`src/rtl/edf_pkg.sv`:
```
// Shared constants, codes and types of the 3x3 streaming edge filter.
// No dependencies; every other RTL file imports this package.
`timescale 1ns / 1ps
`default_nettype none

package edf_pkg;

   localparam int MAX_WIDTH   = 1024;
   localparam int MAX_HEIGHT  = 4096;
   localparam int COL_W       = $clog2(MAX_WIDTH);
   localparam int WIDTH_W     = 11;
   localparam int HEIGHT_W    = 13;
   localparam int IN_ROW_W    = 13;
   localparam int OUT_ROW_W   = 12;
   localparam int PIX_W       = 8;
   localparam int MODE_W      = 2;
   localparam int QUEUE_DEPTH = 4;
   localparam int QPTR_W      = $clog2(QUEUE_DEPTH);
   localparam int QCNT_W      = $clog2(QUEUE_DEPTH + 1);
   localparam int ADDR_W      = 4;
   localparam int DATA_W      = 32;

   localparam logic [MODE_W-1:0] MODE_SOBEL       = 2'd0;
   localparam logic [MODE_W-1:0] MODE_PREWITT     = 2'd1;
   localparam logic [MODE_W-1:0] MODE_LAPLACE     = 2'd2;
   localparam logic [MODE_W-1:0] MODE_LAPLACE_ALT = 2'd3;

   localparam logic [1:0] REG_EDGE_MODE    = 2'd0;
   localparam logic [1:0] REG_FRAME_WIDTH  = 2'd1;
   localparam logic [1:0] REG_FRAME_HEIGHT = 2'd2;

   typedef logic [PIX_W-1:0] pix_type;

   typedef struct packed {
      logic [WIDTH_W-1:0]  width;
      logic [HEIGHT_W-1:0] height;
   } geom_type;

   typedef struct packed {
      logic top;
      logic bottom;
      logic left;
      logic right;
   } mask_type;

   typedef struct packed {
      pix_type [2:0][2:0] taps;
      logic               eof;
   } taps_type;

endpackage

`default_nettype wire

```
`src/rtl/edf_back.sv`:
```
// Back part of the edge filter: kernel sums, magnitude clamps and the result
// register. Depends on edf_pkg.
`timescale 1ns / 1ps
`default_nettype none

module edf_back import edf_pkg::*; (
   input  wire logic              clock,
   input  wire logic              reset,
   input  wire logic [MODE_W-1:0] mode,
   input  wire logic              q_valid,
   input  wire taps_type          q_data,
   output logic                   q_pop,
   output logic                   rsp_valid,
   input  wire logic              rsp_stall,
   output logic [PIX_W-1:0]       rsp_edge_value,
   output logic [PIX_W-1:0]       rsp_x_part,
   output logic [PIX_W-1:0]       rsp_y_part,
   output logic                   rsp_end_of_frame
);

   localparam int SUM_W = 13;

   function automatic logic signed [SUM_W-1:0] ext(input pix_type p);
      return signed'(SUM_W'(p));
   endfunction

   function automatic pix_type clamp_abs(input logic signed [SUM_W-1:0] v);
      logic signed [SUM_W-1:0] mag;
      mag = (v < 0) ? -v : v;
      return (mag > SUM_W'(255)) ? pix_type'(255) : mag[PIX_W-1:0];
   endfunction

   function automatic pix_type clamp_pos(input logic signed [SUM_W-1:0] v);
      if (v < 0) begin
         return '0;
      end
      return (v > SUM_W'(255)) ? pix_type'(255) : v[PIX_W-1:0];
   endfunction

   logic                    s1_valid_ff;
   logic signed [SUM_W-1:0] s1_gx_ff, s1_gx_in;
   logic signed [SUM_W-1:0] s1_gy_ff, s1_gy_in;
   logic signed [SUM_W-1:0] s1_lap_ff, s1_lap_in;
   logic                    s1_eof_ff;

   logic                    rsp_valid_ff;
   pix_type                 edge_ff, edge_in;
   pix_type                 x_ff, x_in;
   pix_type                 y_ff, y_in;
   logic                    eof_ff;

   logic                    out_free;
   logic                    s1_adv;
   logic                    is_lap;
   logic                    is_sobel;
   logic [PIX_W:0]          grad_sum;

   assign is_lap   = (mode == MODE_LAPLACE) || (mode == MODE_LAPLACE_ALT);
   assign is_sobel = (mode == MODE_SOBEL);
   assign out_free = !rsp_valid_ff || !rsp_stall;
   assign s1_adv   = !s1_valid_ff || out_free;
   assign q_pop    = q_valid && s1_adv;

   always_comb begin
      logic signed [SUM_W-1:0] dx0, dx1, dx2, dy0, dy1, dy2, ring;
      dx0 = ext(q_data.taps[0][2]) - ext(q_data.taps[0][0]);
      dx1 = ext(q_data.taps[1][2]) - ext(q_data.taps[1][0]);
      dx2 = ext(q_data.taps[2][2]) - ext(q_data.taps[2][0]);
      dy0 = ext(q_data.taps[2][0]) - ext(q_data.taps[0][0]);
      dy1 = ext(q_data.taps[2][1]) - ext(q_data.taps[0][1]);
      dy2 = ext(q_data.taps[2][2]) - ext(q_data.taps[0][2]);
      ring = ext(q_data.taps[0][0]) + ext(q_data.taps[0][1]) + ext(q_data.taps[0][2])
           + ext(q_data.taps[1][0]) + ext(q_data.taps[1][2])
           + ext(q_data.taps[2][0]) + ext(q_data.taps[2][1]) + ext(q_data.taps[2][2]);
      s1_gx_in  = dx0 + dx2 + (is_sobel ? (dx1 + dx1) : dx1);
      s1_gy_in  = dy0 + dy2 + (is_sobel ? (dy1 + dy1) : dy1);
      s1_lap_in = (ext(q_data.taps[1][1]) <<< 3) - ring;
   end

   always_ff @(posedge clock) begin
      if (reset) begin
         s1_valid_ff <= 1'b0;
      end else if (s1_adv) begin
         s1_valid_ff <= q_valid;
      end
   end

   always_ff @(posedge clock) begin
      if (q_pop) begin
         s1_gx_ff  <= s1_gx_in;
         s1_gy_ff  <= s1_gy_in;
         s1_lap_ff <= s1_lap_in;
         s1_eof_ff <= q_data.eof;
      end
   end

   always_comb begin
      if (is_lap) begin
         x_in     = '0;
         y_in     = '0;
         grad_sum = '0;
         edge_in  = clamp_pos(s1_lap_ff);
      end else begin
         x_in     = clamp_abs(s1_gx_ff);
         y_in     = clamp_abs(s1_gy_ff);
         grad_sum = (PIX_W + 1)'(x_in) + (PIX_W + 1)'(y_in);
         edge_in  = grad_sum[PIX_W] ? pix_type'(255) : grad_sum[PIX_W-1:0];
      end
   end

   always_ff @(posedge clock) begin
      if (reset) begin
         rsp_valid_ff <= 1'b0;
      end else if (out_free) begin
         rsp_valid_ff <= s1_valid_ff;
      end
   end

   always_ff @(posedge clock) begin
      if (out_free && s1_valid_ff) begin
         edge_ff <= edge_in;
         x_ff    <= x_in;
         y_ff    <= y_in;
         eof_ff  <= s1_eof_ff;
      end
   end

   assign rsp_valid        = rsp_valid_ff;
   assign rsp_edge_value   = edge_ff;
   assign rsp_x_part       = x_ff;
   assign rsp_y_part       = y_ff;
   assign rsp_end_of_frame = eof_ff;

   a_lap_no_parts: assert property (@(posedge clock) disable iff (reset)
      (rsp_valid_ff && is_lap) |-> (x_ff == '0 && y_ff == '0))
      else $error("gradient parts nonzero in Laplace mode");

   a_sum_covers_parts: assert property (@(posedge clock) disable iff (reset)
      (rsp_valid_ff && !is_lap) |-> (edge_ff >= x_ff && edge_ff >= y_ff))
      else $error("combined magnitude below one of its parts");

endmodule

`default_nettype wire

```
`config.mk`:
```
export PLATFORM = sky130hd
export DESIGN_NAME = edf_back
export DESIGN_NICKNAME = d
export VERILOG_FILES = /design/src/rtl/edf_pkg.sv /design/src/rtl/edf_back.sv
export SDC_FILE = /design/constraint.sdc
export NUM_CORES = 1
export LEC_CHECK = 0
export BUFFER_PORTS_ARGS = -buffer_cell sky130_fd_sc_hd__buf_2
export CAP_MARGIN = 10
export CORE_MARGIN = 3
export CORE_UTILIZATION = 35
export CTS_CLUSTER_SIZE = 40
export DETAILED_ROUTE_END_ITERATION = 8
export HOLD_SLACK_MARGIN = 0.06
export PLACE_DENSITY = 0.56
export REMOVE_ABC_BUFFERS = 1
export SLEW_MARGIN = 5
export SYNTH_ARGS = -nofsm -noshare
export SYNTH_HDL_FRONTEND = slang
export SYNTH_SLANG_ARGS = --single-unit
```
`constraint.sdc`:
```
create_clock -name clock -period 7.9 [get_ports clock]
set_input_delay 0.79 -clock clock [delete_from_list [all_inputs] [get_ports clock]]
set_output_delay 0.79 -clock clock [all_outputs]
set_load 0.02 [all_outputs]
```
==> summary.md <==
| Metric | Value |
|---|---|
| Hold_sp | `s1_eof_ff` |
| Crit path cell chain | `buf_2, inv_1, fa_1, inv_1, fa_1, inv_1, fa_1, inv_1, fa_1, inv_1, ha_1, nand2_1, o21ai_0, and4_1, a2111oi_0, a21oi_1, xor2_1` |
| Synth top area share | `roughly a quarter` |
| Total die area | `25,830 µm²` |
| Global routing's busiest layer | `met2` |
| Critical-path maximum fanout | `3` |
| Antenna-violating nets left | `0` |
| Vias per cell | `4.637` |
| Resized Gates After CTS | `0` |
| Nets | `approximately 1.3k` |
| Yosys cell types | `58` |
| Setup repair after global routing missed its margin | `false` |
| Post-synth top cells | `191 x inv_1, 98 x ha_1, 82 x fa_1` |
| Routing usage on met2 | `26.49%` |
| Total Negative Setup Slacks | `0 ns` |
| Vias in the first global route | `6,375` |
| WS Path Type | `input pin to flip-flop` |
| Slew Viols, Final | `0` |
| R2R setup slack | `3.80 ns` |
| Final Cell Area | `around 9600 µm²` |
| Final Cycle Share | `62.69%` |
| Initial antenna violation count | `0` |
| Initial Utilization | `36.34%` |
| Hold endpoint | `rsp_end_of_frame` |
| Hold path cells | `0` |
| Fmax | `between 200 and 250 MHz` |
| Outcome | `finished, final reports clean` |
| Routed WL | `between 15 and 20 mm` |
| # H-tree levels | `3` |
| CTS Sinks | `67` |
| Synth area leader | `edfxtp_1` |
| Max incr delay on CP | `0.58 ns` |
| Worst setup EP type | `flip-flop` |
| FF+latch count, synth | `between 60 and 70` |
| Maximum VDD drop | `0.1494 mV` |
| Crit path top cell by count | `inv_1` |
| Layout cells sized above 1 | `a little over an eighth` |
| Setup violations, final | `0` |
| Worst r2r path cells | `15` |
| Synthesized instance count | `889` |
| I/O Buffers | `105` |
| Clock root cell | `clkbuf_16` |
| Max-cap violations | `0` |
| Post-synth EDFFs | `65` |
| Initial DRC Count | `around 190` |
| Pwr dens | `335.9 nW/µm²` |
| Hold Buf Count CTS | `0` |
| TritonCTS clock tree | `yes` |
| CP arrival | `5.02 ns` |
| Die width | `160.7 µm` |
| Rel. slew slack | `~34%` |
| Post-synth top flop | `edfxtp_1` |
| Final hold violation count | `0` |
| Static leakage | `4.479 nW` |
| Core region area | `23,050 µm²` |
| DRT Pass-1 Iters | `4` |
| WP depth | `17` |
| Worst-skew pair later-pin latency | `0.33 ns` |
| # diodes | `0` |
| Largest cells by area after synthesis | `edfxtp_1 23%, fa_1 20%, ha_1 15%, inv_1 8.6%, xnor2_1 5.6%` |
| I/O pins | `106` |
| Synthesized area per cell | `9.424 µm²` |
| Grt ovf | `0` |
| Maximum number of pins on one net before global-route repair | `42` |
| Area of placed instances | `9258 µm²` |
| Area growth from synthesis to layout | `14.47%` |
| Met3 usage | `under 10%` |
| Clock buffer depth | `2` |
| Worst-Margin Slew | `between 0.9 and 1 ns` |
| Post-Syn Area | `8378 µm²` |
| Clock skew | `0.005486 ns` |
| Critical path's top delay family | `adder cells` |
| Async set or reset register ratio after synthesis | `0%` |
| Row cnt | `55` |
| Hpwl dp | `around 17 mm` |
| Slowest stage cell on the critical path | `a2111oi_0` |
| Worst Path Buf+Inv | `6` |
| Data required, critical path | `7.97 ns` |
| Number of CTS-inserted buffers | `9` |
| Startpoint Class | `input pin` |
| Global routing usage on met1 | `21.27%` |
| Clock-pin slew on the worst setup and hold paths | `approximately 0.050 ns` |
| Vias | `between 6k and 7k` |
| Die extent in y | `160.7 µm` |
| Post-DR wirelength/cell | `roughly 15 µm` |
| YS warnings | `0` |
| Hold Path Class | `flip-flop to flip-flop` |
| First-pass GRT wire length | `32.08 mm` |
| Min Tclk post-route | `4.952 ns` |
| DRC viols | `0` |
| Total GRT Usage | `between 15 and 20%` |
| Final Util | `approximately two fifths` |
| Sequential area share after synthesis | `23.78%` |
| Reg2reg start | `s1_gx_ff[0]` |
| Reg2reg end | `rsp_edge_value[5]` |
| Count leader, synth | `inv_1` |
| Postcts setup bufs | `0` |
| Placer Congestion | `between 0.8 and 0.9` |
-- placed cells by master, fill, tap and decap left out, types with 3 or more instances in the layout --
cell type and instances:
inv_1 191, buf_2 105, ha_1 98, fa_1 82, a21oi_1 67, edfxtp_1 65, o21ai_0 57, nor2_1 57
xnor2_1 54, nand2_1 34, xor2_1 23, nor2b_1 17, nand2b_1 15, o21bai_1 14, a21o_1 9, o31a_1 9
clkbuf_16 9, nor3_1 8, mux2i_1 7, o21a_1 6, nand3_1 6, or3_1 4, o31ai_1 4, nor3b_1 3
or4_1 3, o2111ai_1 3, a31oi_1 3, a211oi_1 3, bufinv_16 3
-- power breakdown --
group	total, mW	switching, mW	leakage [nW]	internal [mW]
Clock	0.443	0.138	0.164	0.306
Combinational	2.07	1.17	3.68	0.899
Sequential	0.709	0.0747	0.639	0.634
-- worst max-delay path by stage --
stage / from / end
2_1_floorplan: q_data[10] / s1_lap_ff[9]
3_3_place_gp: q_data[18] / s1_lap_ff[9]
3_5_place_dp: q_data[18] / s1_lap_ff[9]
4_1_cts: q_data[18] / s1_lap_ff[9]
5_1_grt: q_data[18] / s1_lap_ff[9]
6_report: q_data[18] / s1_lap_ff[9]
-- kinds of logic after synthesis --
group	after synthesis	share of synthesized area [%]
AOI/OAI and AO/OA	192	14.05
and+or+nand+nor	162	9.678
adders and majority gates	180	34.23
DFF	67	23.78
xor gates and xnor gates	77	8.050
buffers and inverters	203	9.244
muxes	8	0.9708
-- per-layer routing --
layer,wire (µm),up-vias,share of wire [%]
li1,-,3149,-
met1,9317,2822,48
met2,9088,109,47
met3,616,9,3.2
met4,199,0,1.0
met5,0,-,0
-- stage by stage --
step | cells | setup WS [ns] | power, mW | hold WS [ns]
final | 1313 | 2.948 | 3.222 | 0.4166
after global routing | 1313 | 2.655 | 3.600 | 0.4206
after CTS | 1313 | 2.884 | 3.263 | 0.4174
after detailed placement | 1297 | 2.533 | 2.799 | 0.4045
after global placement | 1297 | 2.586 | 2.792 | 0.4090
after floorplan | 877 | 3.008 | 2.275 | 0.4003
-- registers in the layout, summed over array words and instances, names as in the netlist --
register and flops:
s1_eof_ff 1, s1_lap_ff 13, rsp_edge_value 8, s1_gx_ff 13, rsp_end_of_frame 1, rsp_valid 1, s1_valid_ff 1, s1_gy_ff 13
rsp_y_part 8, rsp_x_part 8
-- area by class of cell --
cell class | instances | area (µm²)
flip-flops and latches | 67 | 1992
clock inverters | 6 | 103.9
fillers | 2306 | 13460
multi-input cells | 619 | 5617
repair buffers | 107 | 540.5
clock buffers | 10 | 229.0
well taps | 313 | 391.6
inverters | 191 | 716.9
-- worst reg2reg max path, stage by stage, from the launching register on --
cell      delay, ns
edfxtp_1       0.40
inv_1          0.13
ha_1           0.18
or3b_1         0.40
or3_1          0.39
o21ai_0        0.09
nand2b_1       0.11
a21oi_4        0.41
nand2_1        0.11
ha_1           0.38
and2_1         0.20
o21ai_0        0.15
nand2_1        0.10
nor3_1         0.17
o21bai_1       0.26
o31a_1         0.37
No activity file was read; power rests on OpenSTA's default activity.
