==> config.mk <==
export PLATFORM = sky130hd
export DESIGN_NAME = edf_queue
export DESIGN_NICKNAME = d
export VERILOG_FILES = /design/src/rtl/edf_pkg.sv /design/src/rtl/edf_queue.sv
export SDC_FILE = /design/constraint.sdc
export NUM_CORES = 1
export LEC_CHECK = 0
export BUFFER_PORTS_ARGS = -buffer_cell sky130_fd_sc_hd__buf_2
export CORE_MARGIN = 1.5
export CORE_UTILIZATION = 51
export CTS_BUF_LIST = sky130_fd_sc_hd__clkbuf_16
export CTS_CLUSTER_SIZE = 10
export DETAILED_ROUTE_END_ITERATION = 6
export MAX_ROUTING_LAYER = met4
export PLACE_DENSITY = 0.75
export SETUP_SLACK_MARGIN = 0.1
export SYNTH_ARGS = -nofsm -noshare
export SYNTH_HDL_FRONTEND = slang
export SYNTH_SLANG_ARGS = --single-unit
==> constraint.sdc <==
create_clock -name clock -period 2.7 [get_ports clock]
set_input_delay 0.27 -clock clock [delete_from_list [all_inputs] [get_ports clock]]
set_output_delay 0.27 -clock clock [all_outputs]
set_load 0.1 [all_outputs]
==> src/rtl/edf_pkg.sv <==
// Shared constants, codes and types of the 3x3 streaming edge filter.
// No dependencies; every other RTL file imports this package.
`timescale 1ns / 1ps
`default_nettype none

package edf_pkg;

   localparam int MAX_WIDTH   = 1024;
   localparam int MAX_HEIGHT  = 4096;
   localparam int COL_W       = $clog2(MAX_WIDTH);
   localparam int WIDTH_W     = 11;
   localparam int HEIGHT_W    = 13;
   localparam int IN_ROW_W    = 13;
   localparam int OUT_ROW_W   = 12;
   localparam int PIX_W       = 8;
   localparam int MODE_W      = 2;
   localparam int QUEUE_DEPTH = 4;
   localparam int QPTR_W      = $clog2(QUEUE_DEPTH);
   localparam int QCNT_W      = $clog2(QUEUE_DEPTH + 1);
   localparam int ADDR_W      = 4;
   localparam int DATA_W      = 32;

   localparam logic [MODE_W-1:0] MODE_SOBEL       = 2'd0;
   localparam logic [MODE_W-1:0] MODE_PREWITT     = 2'd1;
   localparam logic [MODE_W-1:0] MODE_LAPLACE     = 2'd2;
   localparam logic [MODE_W-1:0] MODE_LAPLACE_ALT = 2'd3;

   localparam logic [1:0] REG_EDGE_MODE    = 2'd0;
   localparam logic [1:0] REG_FRAME_WIDTH  = 2'd1;
   localparam logic [1:0] REG_FRAME_HEIGHT = 2'd2;

   typedef logic [PIX_W-1:0] pix_type;

   typedef struct packed {
      logic [WIDTH_W-1:0]  width;
      logic [HEIGHT_W-1:0] height;
   } geom_type;

   typedef struct packed {
      logic top;
      logic bottom;
      logic left;
      logic right;
   } mask_type;

   typedef struct packed {
      pix_type [2:0][2:0] taps;
      logic               eof;
   } taps_type;

endpackage

`default_nettype wire

==> src/rtl/edf_queue.sv <==
// Short queue of masked windows between the front and back parts.
// Depends on edf_pkg.
`timescale 1ns / 1ps
`default_nettype none

module edf_queue import edf_pkg::*; (
   input  wire logic              clock,
   input  wire logic              reset,
   input  wire logic              push,
   input  wire taps_type          push_data,
   input  wire logic              pop,
   output taps_type               pop_data,
   output logic                   not_empty,
   output logic [QCNT_W-1:0]      count
);

   taps_type            entries_ff [QUEUE_DEPTH];
   logic [QPTR_W-1:0]   wr_ptr_ff;
   logic [QPTR_W-1:0]   rd_ptr_ff;
   logic [QCNT_W-1:0]   count_ff;

   assign pop_data  = entries_ff[rd_ptr_ff];
   assign not_empty = (count_ff != '0);
   assign count     = count_ff;

   always_ff @(posedge clock) begin
      if (push) begin
         entries_ff[wr_ptr_ff] <= push_data;
      end
   end

   always_ff @(posedge clock) begin
      if (reset) begin
         wr_ptr_ff <= '0;
         rd_ptr_ff <= '0;
         count_ff  <= '0;
      end else begin
         if (push) begin
            wr_ptr_ff <= wr_ptr_ff + QPTR_W'(1);
         end
         if (pop) begin
            rd_ptr_ff <= rd_ptr_ff + QPTR_W'(1);
         end
         count_ff <= count_ff + QCNT_W'(push) - QCNT_W'(pop);
      end
   end

   a_no_overflow: assert property (@(posedge clock) disable iff (reset)
      push |-> (count_ff != QCNT_W'(QUEUE_DEPTH)))
      else $error("queue written while full");

   a_no_underflow: assert property (@(posedge clock) disable iff (reset)
      pop |-> (count_ff != '0))
      else $error("queue read while empty");

endmodule

`default_nettype wire

==> results of run 1 <==
flip-flops by register name, indices dropped and copies added (netlist names), named ones only:
name	cells
wr_ptr_ff	2
count	3
entries_ff	292
rd_ptr_ff	2
cells by family after synthesis:
kind of cell,Yosys count,synth area share (%)
and+or+nand+nor,13,0.6346
xor gates and xnor gates,3,0.3739
buffers and inverters,22,1.938
muxes,74,15.01
DFF,301,81.04
AOI/OAI and AO/OA,2,0.1359
adders and majority gates,7,0.8612
worst min path at each step:
stage / endpoint / slack (ps) / cells past startpoint / from
global placement: entries_ff[0][58] / 480 / 1 / push_data[58]
finish: entries_ff[1][64] / 20 / 1 / push_data[64]
floorplan: count[0] / 340 / 1 / reset
global route: entries_ff[3][70] / 7 / 1 / push_data[70]
detailed placement: entries_ff[3][45] / 490 / 1 / push_data[45]
CTS: entries_ff[1][64] / 2 / 1 / push_data[64]
layout by cell type, fill, tap and decap left out, types with 2 or more instances in the layout:
cell           instances
ha_1                   6
buf_4                  5
inv_6                  3
xnor2_1                2
clkbuf_16             37
buf_12                 6
nor2b_1                2
inv_1                 19
dfxtp_4                2
dfxtp_1                7
and2_4                 4
nor2_1                 5
mux4_2                72
buf_2                153
edfxtp_1             292
dlygate4sd3_1         70
worst max-delay path: stages (launching register included):
cell,delay (ps)
dfxtp_4,360
buf_12,300
mux4_2,610
buf_2,320
per-stage QoR:
step | utilization, % | instance area, um2 | std cells | power (W)
after floorplan | - | 11050 | 422 | 0.007409
after global placement | 57.40 | 12140 | 846 | 0.007753
after detailed placement | 57.40 | 12140 | 846 | 0.007793
after CTS | 65.45 | 13840 | 969 | 0.01199
after global routing | 65.46 | 13850 | 969 | 0.01226
final | 65.46 | 13850 | 969 | 0.01187
final cells by class:
class                           instances  area (um2)
Timing Repair Buffer                  235        1635
Inverter                                6       22.52
Tap cell                              275       344.1
Clock inverter                         16       75.07
Sequential cell                       301        8956
Clock buffer                           37       925.9
Fill cell                            1361        7306
Multi-Input combinational cell         99        1889
layer usage:
metal	wire length, um	up-vias
met4	295	0
met5	0	-
met2	10410	170
li1	-	2312
met3	1119	32
met1	8309	2735
where the power goes:
group	leakage (nW)	switching, W	internal (W)
clock network	0.539	0.00166	0.00244
registers	2.76	0.0000679	0.00537
logic	1.52	0.00178	0.000543
total	4.81	0.00351	0.00836
timing repair:
item	in CTS	in global routing
setup endpoints to repair	0	3
endpoints found under the hold margin	277	0
hold buffers	70	0
gates resized for setup	0	1
==> results.md, run 1 <==
- Status: finished, final reports clean
- Area grow syn2layout: 25.42%
- Die ar.: 22540 um2
- Largest net degree at the start of global routing: 47
- Top-count cell post-synth: edfxtp_1
- Yosys warns: 0
- Worst EP required: 2430 ps
- Routed length per placed instance: 20.78 um
- Power Density: 857.4 nW/um2
- Main area contributors after synthesis: edfxtp_1 79%, mux4_2 15%, dfxtp_1 1.6%
- Worst-Margin Slew: 509.9 ps
- DIE WIDTH: 150.1 um
- DR DRC count: 0
- Sequential fraction of the synthesis area: 81.04%
- Final WL: 20.14 mm
- Top_reg_cell synth: edfxtp_1
- Startpoint types: register
- Rows: 53
- Cell Area, Synth: 11040 um2
- M1 GR Usage: 25.08%
- Max-slew violation count: 0
- FF+latch count, synth: 301
- Max-cap violation count: 0
- Pleak: 4.815 nW
- Vias: 5249
- FF-to-FF setup slack: 940 ps
- DP Wirelength: 11.80 mm
- IO Pins: 154
- Synth Instances: 422
- Placement Setup Slack: 670.4 ps
- CTS tree: yes
- Period utilization: 89.72%
- Hold crit path type: primary input to register
- FF-to-FF Start: wr_ptr_ff[0]
- Final Hold Fails: 0
- First-pass GRT wire length: 31.54 mm
- Slew margin rel.: 66.01%
- Antenna diodes: 0
- Core Footprint: 21150 um2
- Post-synth EDFFs: 292
- Critical path fanouts, max: 46
- Grt met3 use: 3.515%
- Gr ovfl total: 0
- Die height: 150.1 um
- Root Buffer: clkbuf_16
- Post-route minimum period: 2422 ps
- CTS max path bufs: 3
- CTS Buf Count: 36
- Syn nets: 506
- GP Congestion: 0.7043
- Fin Clk Skew: 6.742 ps
- Worst VDD drop: 0.6082 mV
- FF-to-FF End: entries_ff[0][23]
- Final setup TNS: 0 ps
- Initial antenna violation count: 0
- Synth cell count leaders: 292 x edfxtp_1, 72 x mux4_2, 9 x dfxtp_1
- Post-synthesis cell type count: 21
- Starting density of the core: 52.20%
- Met2 GRT Util: 31.79%
- Hold_ws: 22.54 ps
- CTS Sinks: 301
- GR peak layer: met2
- GRT Total Usage: 19.19%
- Area leader, netlist: edfxtp_1
- Vias in the first global route: 5788
- Mapped Avg Cell Area: 26.17 um2
- Post-CTS setup buffers: 0
- DRT Pass-1 Iters: 4
- WP data arrival: 2150 ps
- Final setup margin: 277.7 ps
- R2r worst-path depth: 4
- Final ANT Viol Nets: 0
- DRT iter0 DRCs: 383
- Clk pin slew, worst setup/hold paths: 50 ps
- Clock Latency Late Sink: 490 ps
- Max Fclk: 0.4128 GHz
- Final setup vio count: 0
- Share of layout cells above drive strength 1: 40.92%
- RSZ-0062 raised after global routing: false
- Critical path endpoint category: primary output
- H-Tree Depth: 2
- I/O Buffers: 153
- Fin nets: 763
- Vias per inst: 5.417
- CP endpoint: pop_data[71]
- Post-synth ARST share: 0%
- Path type of the worst setup path: register to primary output
- Yosys top cell area share: 79.41%
Power figures use the tool's default switching activity.
==> inputs of run 2 (changes only) <==
CORE_UTILIZATION = 55   (was 51)
PLACE_DENSITY = 0.77   (was 0.75)
clock period = 2.6 ns   (was 2.7 ns; I/O delays follow)
==> results.md, run 2 (synthesis gave the netlist of run 1 again) <==
- Status: finished, final reports clean
- FF-to-FF setup slack: 930 ps (about the same)
- WP data arrival: 2120 ps (-30 ps)
- Antenna diodes: 0 (unchanged)
- Die ar.: 20940 um2 (-7.1%)
- DP Wirelength: 11.81 mm (about the same)
- Share of layout cells above drive strength 1: 41.03% (+0.11 points)
- Placement Setup Slack: 609.9 ps (-60.53 ps)
- Max-cap violation count: 0 (unchanged)
- Max reg flops: 292 (unchanged)
- Overall Power: 0.01227 W (+3.3%)
- Root Buffer: clkbuf_16
- Period utilization: 91.41%
- GP Congestion: 0.7372 (+4.7%)
- CTS tree: yes
- Most flops, register: entries_ff
- Starting density of the core: 56.36% (+4.2 points)
- Most frequent cells in the layout: 292 x edfxtp_1, 153 x buf_2, 72 x mux4_2, 72 x dlygate4sd3_1, 37 x clkbuf_16
- Final setup vio count: 0 (unchanged)
- Fin nets: 769 (+0.79%)
- Layout Utilization: 70.88% (+5.4 points)
- Core Footprint: 19590 um2 (-7.4%)
- Rows: 51 (-3.8%)
- Pleak: 4.832 nW (+0.35%)
- Final setup margin: 223.4 ps (-54.26 ps)
- Vias per inst: 5.514 (+1.8%)
- Power Density: 883.6 nW/um2 (+3.1%)
- Worst-Margin Slew: 519.7 ps (+9.778 ps)
- IO Pins: 154 (unchanged)
- Slew margin rel.: 65.59% (-0.41 points)
- H-Tree Depth: 2 (unchanged)
- Hold crit path type: primary input to register
- CTS Buf Count: 36 (unchanged)
- I/O Buffers: 153 (unchanged)
- Critical path fanouts, max: 36 (-22%)
- Fillers: 1176 (-14%)
- Worst EP required: 2340 ps (-90 ps)
- Startpoint types: register
- Max Fclk: 0.4208 GHz
- Final setup TNS: 0 ps (unchanged)
- Vias in the first global route: 5656 (-2.3%)
- Vias: 5304 (+1.0%)
- First-pass GRT wire length: 30.84 mm (-2.2%)
- Clk pin slew, worst setup/hold paths: 50 ps (about the same)
- Worst VDD drop: 0.6955 mV (+14%)
- Critical path endpoint category: primary output
- DR DRC count: 0 (unchanged)
- GRT Total Usage: 20.64% (+1.4 points)
- Max-slew violation count: 0 (unchanged)
- Final WL: 20.03 mm (-0.53%)
- Final Hold Fails: 0 (unchanged)
- Most common cell after layout, fill and taps aside: edfxtp_1
- Area grow syn2layout: 25.76%
- DRT Pass-1 Iters: 5 (+1)
- CTS max path bufs: 3 (unchanged)
- Final ANT Viol Nets: 0 (unchanged)
- Die height: 144.7 um (-3.6%)
- Initial antenna violation count: 0 (unchanged)
- Fin Clk Skew: 6.753 ps (+0.01138 ps)
- RSZ-0062 raised after global routing: false
- Path type of the worst setup path: register to primary output
- Routed length per placed instance: 20.82 um (+0.19%)
- Post-route minimum period: 2377 ps
- DIE WIDTH: 144.7 um (-3.6%)
- CTS Sinks: 301 (unchanged)
- Largest net degree at the start of global routing: 48 (+2.1%)
- Gr ovfl total: 0 (unchanged)
- Clock Latency Late Sink: 490 ps (about the same)
- DRT iter0 DRCs: 309 (-19%)
==> run 2: critical path: stages, from the launching register on <==
cell	delay [ps]
dfxtp_4	610
buf_12	300
mux4_2	260
buf_2	430
==> run 2: path summary, 6_finish.rpt <==
kind | endpoint | cells past startpoint | from
worst max-delay path | pop_data[64] | 3 | register
worst min-delay path | entries_ff[0][9] | 1 | push_data[9]
worst max register to register | entries_ff[0][68] | 4 | wr_ptr_ff[0]
worst min register to register | register | 2 | rd_ptr_ff[0]
==> run 2: power breakdown <==
part,switching (W),internal (W)
sequential,0.0000794,0.00558
clock,0.00167,0.00252
combinational,0.00184,0.000581
==> run 2: layout make-up <==
cell class / instances / area [um2] / area share (%)
clock inverter: 13 / 53.80 / 0.3875
inverter: 6 / 22.52 / 0.1622
tap: 265 / 331.6 / 2.388
clock buffer: 37 / 925.9 / 6.668
timing repair buffer: 241 / 1707 / 12.29
sequential: 301 / 8956 / 64.50
multi-input combinational: 99 / 1889 / 13.61
==> run 2: layer usage <==
layer / wire [um] / GRT usage (%) / vias to the layer above
li1: - / - / 2322
met1: 7884 / 25.57 / 2741
met2: 10470 / 35.15 / 209
met3: 1326 / 4.047 / 32
met4: 351 / 5.901 / 0
met5: 0 / - / -
==> run 2: through the flow <==
stage               hold slack, ps  cells  instance area (um2)
floorplan                    331.6    422                11050
global placement             468.7    838                12170
detailed placement           477.1    838                12170
CTS                          3.510    962                13890
global route                 6.337    962                13890
finish                       24.73    962                13890
==> run 2: what timing repair did <==
item	in CTS	in global routing
hold buffers	72	0
resized for setup	0	0
endpoints found under the hold margin	288	0
setup endpoints to repair	10	0
setup buffers	2	0
==> inputs of run 3 (changes only) <==
--- a/config.mk
+++ b/config.mk
@@ -9,3 +9,3 @@
 export CORE_MARGIN = 1.5
-export CORE_UTILIZATION = 55
+export CORE_UTILIZATION = 38
 export CTS_BUF_LIST = sky130_fd_sc_hd__clkbuf_16
@@ -14,3 +14,2 @@
 export MAX_ROUTING_LAYER = met4
-export PLACE_DENSITY = 0.77
 export SETUP_SLACK_MARGIN = 0.1
--- a/constraint.sdc
+++ b/constraint.sdc
@@ -3,2 +3,2 @@
 set_output_delay 0.26 -clock clock [all_outputs]
-set_load 0.1 [all_outputs]
+set_load 0.02 [all_outputs]
==> results.md, run 3 (synthesis gave the netlist of run 1 again) <==
- Layout Utilization: 48.93% (-22 points)
- Share of layout cells above drive strength 1: 40.37% (-0.66 points)
- GP Congestion: 0.7418 (+0.62%)
- Max-cap violation count: 0 (unchanged)
- Slew margin rel.: 67.29% (+1.7 points)
- Pleak: 4.822 nW (-0.19%)
- Vias per inst: 4.846 (-12%)
- Die height: 173.5 um (+20%)
- I/O Buffers: 153 (unchanged)
- Initial antenna violation count: 1 (+1)
- Status: finished, final reports clean
- Worst hold start: reset
- FF-to-FF Start: count[0]
- Gr ovfl total: 0 (unchanged)
- R2r worst-path depth: 7 (+3)
- Most flops, register: entries_ff
- Core Footprint: 28630 um2 (+46%)
- CTS tree: yes
- Max-slew violation count: 0 (unchanged)
- Max reg flops: 292 (unchanged)
- Largest net degree at the start of global routing: 74 (+54%)
- DR DRC count: 0 (unchanged)
- Period utilization: 85.87% (-5.5 points)
- Area grow syn2layout: 26.84%
- Hold crit path type: primary input to register
- Routed length per placed instance: 19.33 um (-7.2%)
- Fin nets: 765 (-0.52%)
- Path type of the worst setup path: register to primary output
- Starting density of the core: 38.57% (-18 points)
- Max Fclk: 0.4479 GHz (+6.4%)
- Critical path endpoint category: primary output
- Fin Clk Skew: 16.85 ps (+10.10 ps)
- DIE WIDTH: 173.5 um (+20%)
- Post-CTS setup buffers: 0 (-2)
- IO Pins: 154 (unchanged)
- GRT Total Usage: 14.92% (-5.7 points)
- Worst-Margin Slew: 490.7 ps (-28.99 ps)
- Clk pin slew, worst setup/hold paths: 50 ps (about the same)
- Vias: 5234 (-1.3%)
- CTS Sinks: 301 (unchanged)
- Worst VDD drop: 0.4303 mV (-38%)
- FF-to-FF End: count[2]
- Clock Latency Late Sink: 500 ps (about the same)
- DRT Pass-1 Iters: 4 (-1)
- Antenna diodes: 0 (unchanged)
- RSZ-0062 raised after global routing: false
- Worst EP required: 2340 ps (about the same)
- Final WL: 20.88 mm (+4.2%)
- CTS max path bufs: 3 (unchanged)
- Startpoint types: register
- H-Tree Depth: 2 (unchanged)
- Hold Path Depth: 2 (+1)
- Rows: 62 (+22%)
- CTS Buf Count: 36 (unchanged)
- Vias in the first global route: 5970 (+5.6%)
- Final setup vio count: 0 (unchanged)
- Final ANT Viol Nets: 0 (unchanged)
- FF-to-FF setup slack: 920 ps (about the same)
- Hold worst-path end: count[0]
- Root Buffer: clkbuf_16
- First-pass GRT wire length: 33.23 mm (+7.7%)
- DP Wirelength: 11.85 mm (+0.33%)
- Most frequent cells in the layout: 292 x edfxtp_1, 153 x buf_2, 73 x dlygate4sd3_1
- Final setup TNS: 0 ps (unchanged)
- Post-route minimum period: 2233 ps (-143.9 ps)
- DRT iter0 DRCs: 410 (+33%)
- Final Hold Fails: 0 (unchanged)
- Power Density: 797.2 nW/um2 (-9.8%)
- Most common cell after layout, fill and taps aside: edfxtp_1
- WP data arrival: 1970 ps (-150 ps)
- Critical path fanouts, max: 36 (unchanged)
- Die ar.: 30090 um2 (+44%)
[run 3: per-stage QoR]
step | total power, W | area (um2) | cells | hold WS, ps | setup slack, ps
6_report | 0.01117 | 14010 | 1080 | 53.23 | 367.3
5_1_grt | 0.01161 | 14010 | 1080 | 54.97 | 261.7
4_1_cts | 0.01133 | 14010 | 1080 | 26.62 | 300.7
3_5_place_dp | 0.006970 | 12280 | 954 | 477.9 | 828.9
3_3_place_gp | 0.006927 | 12280 | 954 | 467.8 | 833.8
2_1_floorplan | 0.006535 | 11050 | 422 | 331.6 | 710.3
[run 3: layout make-up]
cell class                 count  area [um2]
tap                          384       480.5
clock inverter                16       65.06
clock buffer                  37       925.9
inverter                       6       22.52
sequential                   301        8956
multi-input combinational     99        1889
fill                        2356       14620
timing repair buffer         237        1667
[run 3: where the power goes]
part | internal, W | leakage (nW) | switching (W)
Clock | 0.00252 | 0.536 | 0.00171
Combinational | 0.000570 | 1.53 | 0.000713
Sequential | 0.00558 | 2.76 | 0.0000644
[run 3: worst max-delay path, stage by stage (launching register included)]
cell and delay, ps:
dfxtp_4 400, buf_12 310, mux4_2 570, buf_2 180
[run 3: worst max-delay path by stage]
stage,cells past startpoint,start,end,slack [ps]
6_report,3,register,pop_data[66],370
5_1_grt,3,register,pop_data[37],260
4_1_cts,3,register,pop_data[37],300
3_5_place_dp,3,register,pop_data[37],830
3_3_place_gp,3,register,pop_data[37],830
2_1_floorplan,3,wr_ptr_ff[0],entries_ff[2][0],710
[run 3: repair_timing]
item	in CTS	in global routing
hold endpoints to repair	292	0
resized for setup	0	0
hold buffers	73	0
[run 3: metal layers]
layer | global-route usage (%) | up-vias | wire (um)
met2 | 24.26 | 142 | 10400
met1 | 18.84 | 2734 | 9005
met5 | - | - | 0
met4 | 4.275 | 0 | 448
met3 | 3.443 | 37 | 1023
li1 | - | 2321 | -
